**config.mk**
```make
export PLATFORM = sky130hd
export DESIGN_NAME = vcs_queue
export DESIGN_NICKNAME = d
export VERILOG_FILES = /design/src/rtl/vcs_pkg.sv /design/src/rtl/vcs_queue.sv
export SDC_FILE = /design/constraint.sdc
export NUM_CORES = 1
export LEC_CHECK = 0
export ABC_CLOCK_PERIOD_IN_PS = 5800
export BUFFER_PORTS_ARGS = -buffer_cell sky130_fd_sc_hd__buf_2
export CORE_ASPECT_RATIO = 1.75
export CORE_MARGIN = 2
export CORE_UTILIZATION = 42
export DETAILED_ROUTE_END_ITERATION = 8
export PLACE_DENSITY = 0.65
export RECOVER_POWER = 25
export SLEW_MARGIN = 20
export SYNTH_ARGS = -nofsm -noshare
export SYNTH_HDL_FRONTEND = slang
export SYNTH_SLANG_ARGS = --single-unit
export TNS_END_PERCENT = 100
```
**constraint.sdc**
```tcl
create_clock -name clk -period 5.8 [get_ports clk]
set_input_delay 1.16 -clock clk [delete_from_list [all_inputs] [get_ports clk]]
set_output_delay 1.16 -clock clk [all_outputs]
set_load 0.005 [all_outputs]
```
**src/rtl/vcs_pkg.sv**
```systemverilog
`timescale 1ns / 1ps
package vcs_pkg;
  localparam int unsigned ELEM_WIDTH = 16;
  localparam int unsigned DOT_W = 42;
  localparam int unsigned SQ_W = 41;
  localparam int unsigned THR_W = 40;
  localparam int unsigned COS_W = 16;
  localparam int unsigned QBITS = 15;
  localparam int unsigned MAG_W = 41;

  typedef struct packed {
    logic [MAG_W-1:0] mag;
    logic             neg;
    logic [SQ_W-1:0]  sq_a;
    logic [SQ_W-1:0]  sq_b;
    logic             degen;
    logic             zero;
  } vec_job_t;

  localparam logic signed [COS_W-1:0] COS_DEGEN = 16'sh8000;
endpackage

```
**src/rtl/vcs_queue.sv**
```systemverilog
`timescale 1ns / 1ps
module vcs_queue #(
  parameter int unsigned DEPTH = 4
) (
  input  logic              clk,
  input  logic              rst,
  input  logic              push,
  input  vcs_pkg::vec_job_t push_data,
  input  logic              pop,
  output logic              not_empty,
  output vcs_pkg::vec_job_t head,
  output logic [$clog2(DEPTH+1)-1:0] count
);
  localparam int unsigned AW = $clog2(DEPTH);
  vcs_pkg::vec_job_t mem [DEPTH];
  logic [AW-1:0] wr_ptr, rd_ptr;

  assign not_empty = count != '0;
  assign head = mem[rd_ptr];

  always_ff @(posedge clk) begin
    if (push) mem[wr_ptr] <= push_data;
    if (rst) begin
      wr_ptr <= '0;
      rd_ptr <= '0;
      count <= '0;
    end else begin
      if (push) wr_ptr <= (wr_ptr == AW'(DEPTH-1)) ? '0 : wr_ptr + 1'b1;
      if (pop) rd_ptr <= (rd_ptr == AW'(DEPTH-1)) ? '0 : rd_ptr + 1'b1;
      count <= count + ($bits(count))'(push) - ($bits(count))'(pop);
    end
  end

  a_no_overflow: assert property (@(posedge clk) disable iff (rst)
    !(push && !pop && count == ($bits(count))'(DEPTH))) else $error("queue overflow");
  a_no_underflow: assert property (@(posedge clk) disable iff (rst)
    !(pop && count == '0)) else $error("queue underflow");
  a_count_step: assert property (@(posedge clk) disable iff (rst)
    (push && !pop) |=> count == $past(count) + 1'b1) else $error("count step");
endmodule

```
* Word-level counts from Yosys, hierarchy flattened
Memories as Yosys holds them, arrays and structs flattened. A register that Yosys moved wholly into a read port is not among the register bits. Index checks and enable logic that the tools add are counted.
Storage, ports and cells: memories 1, memory bits (writable) 504, output and inout bits 130, register bits after elaboration 7, logic and storage cells 17
Operators by class: eq/ne operators 2, reduce and logical (&&, ||, !) cells 1, mux-type cells 6, add/sub/neg operators 4
Memory list:
- mem | depth 4, bits a word 126, read ports 1, clocked after memory_dff 1, write ports 1, line vcs_queue.sv:15 | vcs_pkg::vec_job_t mem [DEPTH];
Operators with widths (number):
- $mux 2 | 4
- $add 2x1->2 const B | 2
- $eq 2x2->1 const B | 2
- $add 3x1->3 | 1
- $reduce_bool 3->1 | 1
- $sub 3x1->3 | 1
- $mux 1 | 2

* Depth between registers and ports, before layout
depth after elaboration 4, gate-level depth with buffers 8, mapped depth without buffers 8

* Worst setup path after synthesis
No wires, ideal clock.
path kind input port to flip-flop, start input port push, end memory mem[0][0] in the netlist's numbering (enable), required time 5.300 ns, arrival 4.048 ns, path slack 1.252 ns, setup time 0.500 ns, stages on the path 1, path buffers 0, cell sequence and2_1
On the way: cells in the longest elaborated chain, start to end 2
Ends and longest elaborated chain:
- from (decl) | line vcs_queue.sv:7 | input logic push,
- $mux 1 | line vcs_queue.sv:22 | if (push) mem[wr_ptr] <= push_data;
- $mux 1 (implied by the code) | line vcs_queue.sv:22
- to (decl) | line vcs_queue.sv:15
Every way passes these cells.

==> results by group <==
Run status
  • Status: complete, no violations

Route
  • Drt drc: 0
  • Routed wire per std cell: 22.5 µm
  • Via count: 8168
  • Routed WL: 36.0 mm
  • Drt initial violations: 556
  • Post-DRT Antenna Nets: 0
  • Via density: 5.11
  • Pre-antenna DRT Iters: 6

Setup path
  • Worst path top cell family by delay: flip-flops
  • CP bufs+invs: 2
  • CP Cell Sequence: buf_12, mux4_2, buf_2
  • Critical Path End: head[16]
  • CP max stage delay: 910 ps
  • R2R depth: 3
  • Nature of the critical path endpoint: primary output
  • Critical Path Fanout Max: 51
  • Startpoint types: register
  • Slowest stage cell, crit path: dfxtp_4
  • WP data required: 4640 ps
  • Worst reg2reg path endpoint: mem[3][111]$_DFFE_PP_
  • R2R setup slack: 3460 ps
  • Crit Path Class: reg -> out
  • R2R Path Start: wr_ptr[0]$_SDFFE_PP0P_
  • Crit path depth: 3
  • Critical path arrival: 2690 ps

Yosys
  • Synth Flop Type: edfxtp_1
  • Gate Count Post-Synth: 699
  • Syn Std Cell Area: 18600 µm²
  • Number of synthesized flops with an enable pin: 504
  • Syn Nets: 837
  • Ys Warns: 0
  • Leading area contributor after synthesis: edfxtp_1
  • Yosys cell types: 19
  • Top post-synthesis cells by area: edfxtp_1, mux4_2, dfxtp_1
  • Syn avg cell area: 26.6 µm²
  • Top cell type's share of synthesized area: 0.814
  • Register area share after synthesis: 0.824
  • FF+latch count, synth: 513
  • Fraction of registers with async set/reset: 0

Timing
  • Setup violations, final: 0
  • Fmax achieved: 259 MHz
  • RSZ-0062 raised after global routing: false
  • Setup WS post-layout: 1950 ps
  • Max Clock Skew: 16.6 ps
  • Slew @ Worst Pin: 1080 ps
  • Fin. max-slew vios: 0
  • Minimum clock period: 3850 ps
  • Post-Route Setup TNS: 0 ps
  • Final period util: 0.665
  • Relative slew slack: 0.282
  • Final Hold Violating Endpoints: 0

Clock network
  • Worst-path clk slew: 60 ps
  • # hold bufs at CTS: 0
  • CTS max path bufs: 3
  • Num CTS Buffers: 47
  • Cts repair resizes: 0
  • CTS tree: yes
  • CTS sink cnt: 513
  • CTS root buf: clkbuf_16
  • Clk_lat worst skew: 550 ps
  • H-tree depth: 2
  • Post-CTS setup buffers: 0

Global routing
  • Initial antenna violation count: 3
  • Number of global-route vias before repair: 8857
  • First-pass GRT wire length: 53.0 mm
  • Largest net degree at the start of global routing: 127
  • GR Overflow Total: 0
  • Tot GR Track Use: 0.155

Placed design
  • PortBufs: 259
  • Gpl congestion: 0.681
  • Placed Area: 20600 µm²
  • Worst slack at placement: 2410 ps
  • Post-DP HPWL: 21.2 mm

Pwr
  • Switching part of the total power: 0.209
  • Part of the power in registers: 0.542
  • P_sw: 1.66 mW
  • Peak VDD IR: 0.000342 V
  • Leakage power: 7.14 nW
  • Logic pwr share: 0.075
  • PD cells: 360 nW/µm²
  • Power Internal: 6.28 mW
  • Clock Power Share: 0.383

Floorplanning
  • Die H: 282 µm
  • Core area: 44000 µm²
  • # IOs: 260
  • Die ar.: 46000 µm²
  • Starting Density: 0.422
  • # rows: 102
  • Overall die width: 163 µm

Hold path
  • Worst min path class: reg -> reg

Job
  • Max capacitance violation total: 0

Layout
  • Nets: 1124
  • Commonest non-fill, non-tap cell in the layout: edfxtp_1
  • Cell area after layout: 22000 µm²
  • Layout area overhead: 18.5%
  • Layout cells sized above 1: 0.381
  • Commonest cells after routing, fill and taps aside: edfxtp_1, buf_2, mux4_2, clkbuf_1, clkbuf_16
  • Final core utilization: 0.500
registers in the layout, summed over array words and instances, names as in the netlist, named ones only:
name	cells
wr_ptr	2
count	3
mem	504
rd_ptr	2
worst min-delay path by stage:
stage                           start  endpoint  slack, ps  depth (start not counted)
6_report       rd_ptr[0]$_SDFFE_PP0P_  register        510                          2
5_1_grt        rd_ptr[0]$_SDFFE_PP0P_  register        550                          2
4_1_cts        rd_ptr[0]$_SDFFE_PP0P_  register        520                          2
3_5_place_dp   rd_ptr[0]$_SDFFE_PP0P_  register        510                          2
3_3_place_gp   rd_ptr[0]$_SDFFE_PP0P_  register        490                          2
2_1_floorplan  rd_ptr[0]$_SDFFE_PP0P_  register        470                          2
Yosys cell counts, types with 2 or more instances:
cell type  instances
edfxtp_1         504
or3b_2             2
inv_1              5
and2_1             4
buf_6              6
nand2b_1           2
mux2i_1            2
clkbuf_1           6
ha_1               7
mux4_2           126
nor2_1             4
a21oi_1            2
buf_4              2
dfxtp_1            9
buf_2             14
per-layer routing:
| layer | part of all wire | GRT usage | up-vias |
|---|---|---|---|
| met5 | 0 | 0 | - |
| met4 | 0.031 | 0.0615 | 0 |
| met3 | 0.053 | 0.0346 | 57 |
| met2 | 0.55 | 0.283 | 214 |
| met1 | 0.36 | 0.176 | 4292 |
| li1 | - | - | 3605 |
power groups by stage:
stage / Clock (mW) / Sequential [mW] / Combinational, mW
6_report: 3.04 / 4.30 / 0.595
5_1_grt: 3.26 / 4.31 / 0.653
4_1_cts: 3.13 / 4.30 / 0.625
3_5_place_dp: 0 / 4.38 / 0.623
3_3_place_gp: 0 / 4.37 / 0.611
2_1_floorplan: 0 / 4.35 / 0.343
kinds of logic (layout without fill, tap and decap cells):
| logic type | Yosys count | in the layout | share of synthesized area |
|---|---|---|---|
| other | 0 | 3 | 0 |
| adders and majority gates | 8 | 8 | 0.00579 |
| DFF | 513 | 513 | 0.824 |
| and+or+nand+nor | 14 | 14 | 0.00444 |
| buffers and inverters | 33 | 357 | 0.0104 |
| xor gates and xnor gates | 1 | 1 | 0.00121 |
| muxes | 128 | 128 | 0.154 |
| AOI/OAI and AO/OA | 2 | 2 | 0.000538 |
area by class of cell:
type	instances	area, µm²
repair buffers	266	1340
diodes	3	7.51
well taps	572	716
clock inverters	32	310
fillers	3518	22000
clock buffers	54	1220
inverters	5	18.8
multi-input cells	153	3090
flip-flops and latches	513	15300
per-stage QoR:
stage          hold slack (ps)  cells  power [mW]
6_report                   514   1598        7.93
5_1_grt                    553   1598        8.22
4_1_cts                    515   1595        8.05
3_5_place_dp               506   1509        5.00
3_3_place_gp               491   1509        4.98
2_1_floorplan              469    699        4.70
tightest hold or removal path: cells and delay by family, from the launching register on:
| family | cells | cell delay (ps) |
|---|---|---|
| flops | 1 | 320 |
| compound gates | 1 | 80 |
| simple gates | 1 | 70 |
Power figures use the tool's default switching activity.
