<file path="config.mk">
export PLATFORM = sky130hd
export DESIGN_NAME = vcs_accum
export DESIGN_NICKNAME = d
export VERILOG_FILES = /design/src/rtl/vcs_pkg.sv /design/src/rtl/vcs_accum.sv
export SDC_FILE = /design/constraint.sdc
export NUM_CORES = 2
export LEC_CHECK = 0
export ABC_AREA = 1
export BUFFER_PORTS_ARGS = -buffer_cell sky130_fd_sc_hd__buf_2
export CAP_MARGIN = 5
export CORE_ASPECT_RATIO = 1.5
export CORE_UTILIZATION = 55
export CTS_CLUSTER_DIAMETER = 150
export DETAILED_ROUTE_END_ITERATION = 10
export PLACE_DENSITY = 0.72
export SYNTH_ARGS = -nofsm -noshare
export SYNTH_HDL_FRONTEND = slang
export SYNTH_SLANG_ARGS = --single-unit
</file>
<file path="constraint.sdc">
create_clock -name clk -period 7.01 [get_ports clk]
set_input_delay 0.701 -clock clk [delete_from_list [all_inputs] [get_ports clk]]
set_output_delay 0.701 -clock clk [all_outputs]
set_load 0.01 [all_outputs]
</file>
<file path="src/rtl/vcs_pkg.sv">
`timescale 1ns / 1ps
package vcs_pkg;
  localparam int unsigned ELEM_WIDTH = 16;
  localparam int unsigned DOT_W = 42;
  localparam int unsigned SQ_W = 41;
  localparam int unsigned THR_W = 40;
  localparam int unsigned COS_W = 16;
  localparam int unsigned QBITS = 15;
  localparam int unsigned MAG_W = 41;

  typedef struct packed {
    logic [MAG_W-1:0] mag;
    logic             neg;
    logic [SQ_W-1:0]  sq_a;
    logic [SQ_W-1:0]  sq_b;
    logic             degen;
    logic             zero;
  } vec_job_t;

  localparam logic signed [COS_W-1:0] COS_DEGEN = 16'sh8000;
endpackage

</file>
<file path="src/rtl/vcs_accum.sv">
`timescale 1ns / 1ps
module vcs_accum (
  input  logic                                 clk,
  input  logic                                 rst,
  input  logic                                 in_valid,
  input  logic                                 in_stall,
  input  logic signed [vcs_pkg::ELEM_WIDTH-1:0] elem_a,
  input  logic signed [vcs_pkg::ELEM_WIDTH-1:0] elem_b,
  input  logic                                 last,
  input  logic [vcs_pkg::THR_W-1:0]            thr,
  output logic                                 job_valid,
  output vcs_pkg::vec_job_t                    job
);
  localparam int unsigned PW = 2 * vcs_pkg::ELEM_WIDTH;
  localparam int unsigned DW = vcs_pkg::DOT_W;
  localparam int unsigned SW = vcs_pkg::SQ_W;

  logic signed [DW-1:0] dot_sum;
  logic [SW-1:0] square_sum_a, square_sum_b;

  // stage 1: products
  logic p_valid, p_last;
  logic signed [PW-1:0] p_ab;
  logic [PW-1:0] p_aa, p_bb;

  // saturating sums
  logic signed [DW:0] dot_wide;
  logic [SW:0] sa_wide, sb_wide;
  logic signed [DW-1:0] dot_new;
  logic [SW-1:0] sa_new, sb_new;
  localparam logic signed [DW:0] DMAX = (DW+1)'((64'd1 << (DW-1)) - 1);
  localparam logic signed [DW:0] DMIN = -DMAX - 1;

  always_comb begin
    dot_wide = {dot_sum[DW-1], dot_sum} + (DW+1)'(p_ab);
    sa_wide = {1'b0, square_sum_a} + (SW+1)'(p_aa);
    sb_wide = {1'b0, square_sum_b} + (SW+1)'(p_bb);
    if (dot_wide > DMAX) dot_new = DMAX[DW-1:0];
    else if (dot_wide < DMIN) dot_new = DMIN[DW-1:0];
    else dot_new = dot_wide[DW-1:0];
    sa_new = sa_wide[SW] ? {SW{1'b1}} : sa_wide[SW-1:0];
    sb_new = sb_wide[SW] ? {SW{1'b1}} : sb_wide[SW-1:0];
  end

  logic signed [DW-1:0] neg_dot;
  assign neg_dot = -dot_new;

  always_ff @(posedge clk) begin
    p_ab <= elem_a * elem_b;
    p_aa <= PW'(elem_a * elem_a);
    p_bb <= PW'(elem_b * elem_b);
    p_last <= last;
    // the most negative dot sum has no 41-bit magnitude; its cosine clamps either way
    job.mag <= !dot_new[DW-1] ? dot_new[SW-1:0]
             : (dot_new == DMIN[DW-1:0]) ? {SW{1'b1}} : neg_dot[SW-1:0];
    job.neg <= dot_new[DW-1];
    job.sq_a <= sa_new;
    job.sq_b <= sb_new;
    job.degen <= (sa_new < SW'(thr)) || (sb_new < SW'(thr));
    job.zero <= (sa_new == '0) || (sb_new == '0);
    if (rst) begin
      p_valid <= 1'b0;
      job_valid <= 1'b0;
      dot_sum <= '0;
      square_sum_a <= '0;
      square_sum_b <= '0;
    end else begin
      p_valid <= in_valid && !in_stall;
      job_valid <= p_valid && p_last;
      if (p_valid) begin
        if (p_last) begin
          dot_sum <= '0;
          square_sum_a <= '0;
          square_sum_b <= '0;
        end else begin
          dot_sum <= dot_new;
          square_sum_a <= sa_new;
          square_sum_b <= sb_new;
        end
      end
    end
  end
endmodule

</file>
# == Word level (Yosys, flattened, before mapping) ==
# Index checks and enable logic that the tools add are counted.
# classes
mul,3
n_reduce_logical,7
magnitude_cmp,4
eq_ne,1
muxes,9
addsub,4
# op_table
operator,count
$mux W41,6
$mux W42,3
$mul A16 B16 Y32,3
$add A41 B32 Y42,2
$logic_not A41 Y1,2
$lt A41 B40 Y1,2
$add A42 B32 Y43,1
$gt A43 B42 Y1 const B,1
$lt A43 B42 Y1 const B,1
$eq A42 B42 Y1 const B,1
$neg A41 Y41,1
$logic_and A1 B1 Y1,2
$logic_or A1 B1 Y1,2
$logic_not A1 Y1,1
# totals
word_cells,43
inputBits,77
reg_bits,349

# == Longest topological paths before layout ==
# depth
word_depth,7
mapped_depth,30
depth_no_buf,28

# == Least setup slack after synthesis ==
# No wires, ideal clock.
# synth_timing
kind,input to register
startpoint,input elem_b[3] (netlist bit)
endpoint,register p_bb[26]
slack_ns,0.675
required_time_ns,6.883
arrival_time_ns,6.208
cell_stages,23
path_cell_list,clkbuf_1 clkbuf_1 nand2_1 inv_1 fa_1 inv_1 fa_1 fa_1 fa_1 inv_1 fa_1 inv_1 fa_1 inv_1 ha_1 a21oi_1 a21boi_0 o21ai_0 a21boi_0 o21ai_0 a21boi_0 o21ai_0 xor2_1
# synth_between
elab_chain_cells,1
# synth_lines
element,line,text
start: declaration,vcs_accum.sv:8,"input logic signed [vcs_pkg::ELEM_WIDTH-1:0] elem_b,"
$mul A16 B16 Y32,vcs_accum.sv:51,p_bb <= PW'(elem_b * elem_b);
end signal: assignment,vcs_accum.sv:51,
end: declaration,vcs_accum.sv:24,"logic [PW-1:0] p_aa, p_bb;"
# No other way between the ends.
# A chain may end at the register's enable or synchronous reset.

# == Worst setup path in the final report ==
# layout_timing
startpoint,input elem_b[1] (netlist bit)
endpoint,register p_bb[31]
# Same word-level chain as after synthesis.

==> reports/metrics.yaml <==
status:
  outcome: "finished clean"
setup_path:
  r2r_end: "job[121]$_DFF_P_"
  worst_r2r_path_depth: 15
  worst_ep_required_time_ns: 7.44
  timing.critical_path.max_delay_family: "adder cells"
  worst_path_largest_cell_delay_ns: 0.56
  cpMaxStageDelayCell: "fa_1"
  timing.critical_path.cells: "buf_2 > nand2_1 > inv_1 > fa_1 > inv_1 > fa_1 > fa_1 > fa_1 > fa_1 > fa_1 > inv_1 > ha_1 > nand2_1 > nor4_1 > nand4_1 > nand3_1 > nand2_1 > o211ai_1 > nand3_1 > nand3_1 > a21oi_1 > xor2_1"
  r2r-start: "p_ab[31]$_DFF_P_"
  criticalPathCategory: "in2reg"
  source_of_the_critical_timing_path: "elem_b[1]"
  path_buf_inv: 4
  cp_common_cell: "fa_1"
  critical_path_cell_count: 22
  timing.reg2reg.setup_slack_ns: 1.94
  cp_data_arrival_time_ns: 6.63
  cp-endpoint: "p_bb[31]$_DFF_P_"
  cp-start-kind: "primary input"
  timing.critical_path.to_type: "flop"
  worstPathMaxFanout: 30
cts:
  insertion_delay_ns: 0.59
  clock_sink_count: 347
  cts_max_path_buffers: 3
  cts_tree: "done"
  clkTransAtPathRegs_ns: 0.06
  clock_tree.htree_level_count: 2
  cts_repair_resize_count: 0
  clockRootBuffer: "clkbuf_16"
  postCtsSetupRepairBufs: 0
  cts_hold_buffers: 0
  tritoncts.num_buffers: 37
logic_synthesis:
  synth_compound_area_share_pct: 7.15
  yosysTopAreaCellShare_pct: 30.4
  synth_xor_area_share_pct: 3.62
  synthSimpleGateAreaFrac_pct: 19.5
  post_synthesis_cell_area_mm2: 0.0487
  synth_area_leader_cell: "fa_1"
  post_synth.cell_area_avg_um2: 7.57
  yosysSeqAreaShare_pct: 14.3
  synthDistinctLibCells: 52
  leading_register_cell_type_out_of_synthesis: "dfxtp_1"
  muxShareOfSynthArea_pct: 0
  postSynth.asyncResetShare_pct: 0
  postSynthRegisterBits: 347
  synth.top_cells.by_area: "fa_1, dfxtp_1, inv_1, nand2_1, ha_1"
  synth.yosys.warnings: 0
  synth.net_count: 7686
  yosys.area_share.adder_pct: 41.7
  synth-edff-count: 0
  synth_top_family_by_area: "adder cells"
  post_synth_inst_count: 6431
timing:
  relative_slew_margins_pct: 41.9
  setup_repair_after_global_routing_missed_its_margin: "no"
  max_slew.worst_pin.slew_ns: 0.870
  finalCritPeriodShare_pct: 88.4
  setup_viol: 0
  timing_max_transition_violations_final: 0
  setup-tns-final_ns: 0
  maximum_clock_frequency_mhz: 161
  number_of_endpoints_with_negative_hold_slack_in_the_final_report: 0
  post-route-min-period_ns: 6.19
  final.setup_skew_ns: 0.0357
final_layout:
  mostFrequentLayoutCells: "inv_1, nand2_1, fa_1, ha_1, a21oi_1"
  num_antenna_cells: 0
  final_layout_size_suffix_gt1_share_pct: 6.59
  layout.cells.most_common: "inv_1"
  final.fill_count: 8110
  design.final.nets: 7828
  syn2layout_area_growth_pct: 7.57
  final_area_mm2: 0.0524
min_path:
  worst_hold_path.num_cells: 1
  worstHoldPathType: "in2reg"
global_routing:
  globalRoute.totalOverflow: 0
  globalRouteTotalUtil_pct: 30.0
  maximum_number_of_pins_on_one_net_before_global_route_repair: 86
  initial_antenna_violation_count: 1
  vias_in_the_first_global_route: 41800
  grt_first_pass_wirelength_mm: 213
placed_design:
  dp_hpwl_mm: 113
  place.gp.congestion: 0.981
  io_buffer_count: 203
  place_area_mm2: 0.0510
routing:
  ant_nets: 0
  drt_wl_total_mm: 132
  detail_route.first_pass.iterations: 6
  wire_per_inst_um: 17.0
  route.detailed.drc: 0
  drt_iter0_markers: 2465
  post_drt_via_cell_ratio: 5.22
  num_vias: 40500
floorplanning:
  chipHeight_um: 366
  die_area_mm2: 0.0897
  chipWidth_um: 245
  core_region_area_mm2: 0.0877
  placement_rows: 133
  floorplan.initialDensity_pct: 55.5
  ios: 204
run:
  max_cap_viol_count: 0
==> state kept, by name, indices dropped and copies added, names as in the netlist <==
name          flops
p_last            1
square_sum_a     41
job             126
p_valid           1
p_ab             32
job_valid         1
p_bb             31
p_aa             31
dot_sum          42
square_sum_b     41
==> through the flow <==
| stage | hold slack, ns | worst slack [ns] | instances | util (%) |
|---|---|---|---|---|
| after floorplan | 0.417 | 0.675 | 6431 | - |
| after global placement | 0.453 | 0.346 | 7681 | 58.2 |
| after detailed placement | 0.464 | 0.266 | 7681 | 58.2 |
| after CTS | 0.203 | 0.838 | 7749 | 59.7 |
| after global routing | 0.212 | 0.375 | 7749 | 59.7 |
| final | 0.230 | 0.815 | 7749 | 59.7 |
==> Yosys cell counts, types with 3 or more instances <==
| cell type | number |
|---|---|
| nand4_1 | 46 |
| buf_2 | 9 |
| o211ai_1 | 9 |
| buf_6 | 4 |
| o221ai_1 | 6 |
| xnor2_1 | 72 |
| nand3_1 | 233 |
| nor2_4 | 7 |
| a31o_2 | 3 |
| nand2_1 | 1521 |
| fa_1 | 740 |
| ha_1 | 438 |
| xor2_1 | 129 |
| nor2_1 | 367 |
| inv_2 | 14 |
| inv_1 | 1583 |
| a31oi_1 | 18 |
| buf_4 | 3 |
| clkbuf_1 | 148 |
| nor2_2 | 11 |
| a211oi_1 | 8 |
| nand2_2 | 18 |
| a21oi_1 | 379 |
| nand2_4 | 4 |
| a21o_1 | 22 |
| nand3b_1 | 9 |
| a21boi_0 | 14 |
| o21a_1 | 11 |
| dfxtp_1 | 347 |
| nor3_1 | 33 |
| o31ai_1 | 3 |
| or2_2 | 18 |
| and2_1 | 3 |
| buf_1 | 14 |
| o21ai_0 | 111 |
| o311ai_0 | 5 |
| nor4_1 | 17 |
| o21bai_1 | 28 |
| nand3_2 | 7 |
| nor3b_1 | 4 |
==> cell type report <==
cell class / count / area [um^2] / share of cell area, %
repair buffers: 281 / 1600 / 3.06
inverters: 1597 / 6000 / 11.5
clock buffers: 38 / 940 / 1.79
well taps: 1147 / 1440 / 2.74
flip-flops and latches: 347 / 6950 / 13.3
multi-input cells: 4309 / 35000 / 66.9
clock inverters: 30 / 415 / 0.793
==> worst min-delay path by stage <==
| stage | slack, ns | to | startpoint |
|---|---|---|---|
| 6_report | 0.23 | p_last$_DFF_P_ | last |
| 5_1_grt | 0.21 | p_last$_DFF_P_ | last |
| 4_1_cts | 0.20 | p_last$_DFF_P_ | last |
| 3_5_place_dp | 0.46 | square_sum_b[12]$_SDFFE_PP0P_ | square_sum_b[12]$_SDFFE_PP0P_ |
| 3_3_place_gp | 0.45 | job_valid$_SDFF_PP0_ | p_valid$_SDFF_PP0_ |
| 2_1_floorplan | 0.42 | job_valid$_SDFF_PP0_ | p_last$_DFF_P_ |
==> layer usage <==
metal	global-route usage, %	vias to the layer above	share of wire [%]
met5	0	-	0.0099
met4	14.8	2	5.3
met3	2.21	348	4.6
met2	53.0	1179	50
met1	36.8	19400	40
li1	-	19500	-
==> cell families (layout without fill, tap and decap cells) <==
kind of cell,count (synthesis),after routing
simple gates,2305,2305
buf+inv,1775,1946
fa+ha+maj,1178,1178
compound gates,625,625
flops,347,347
xor+xnor,201,201
Power is left out: the tool's default activity adds up to more than one toggle a clock period on the data nets, which glitch-free logic cannot reach.
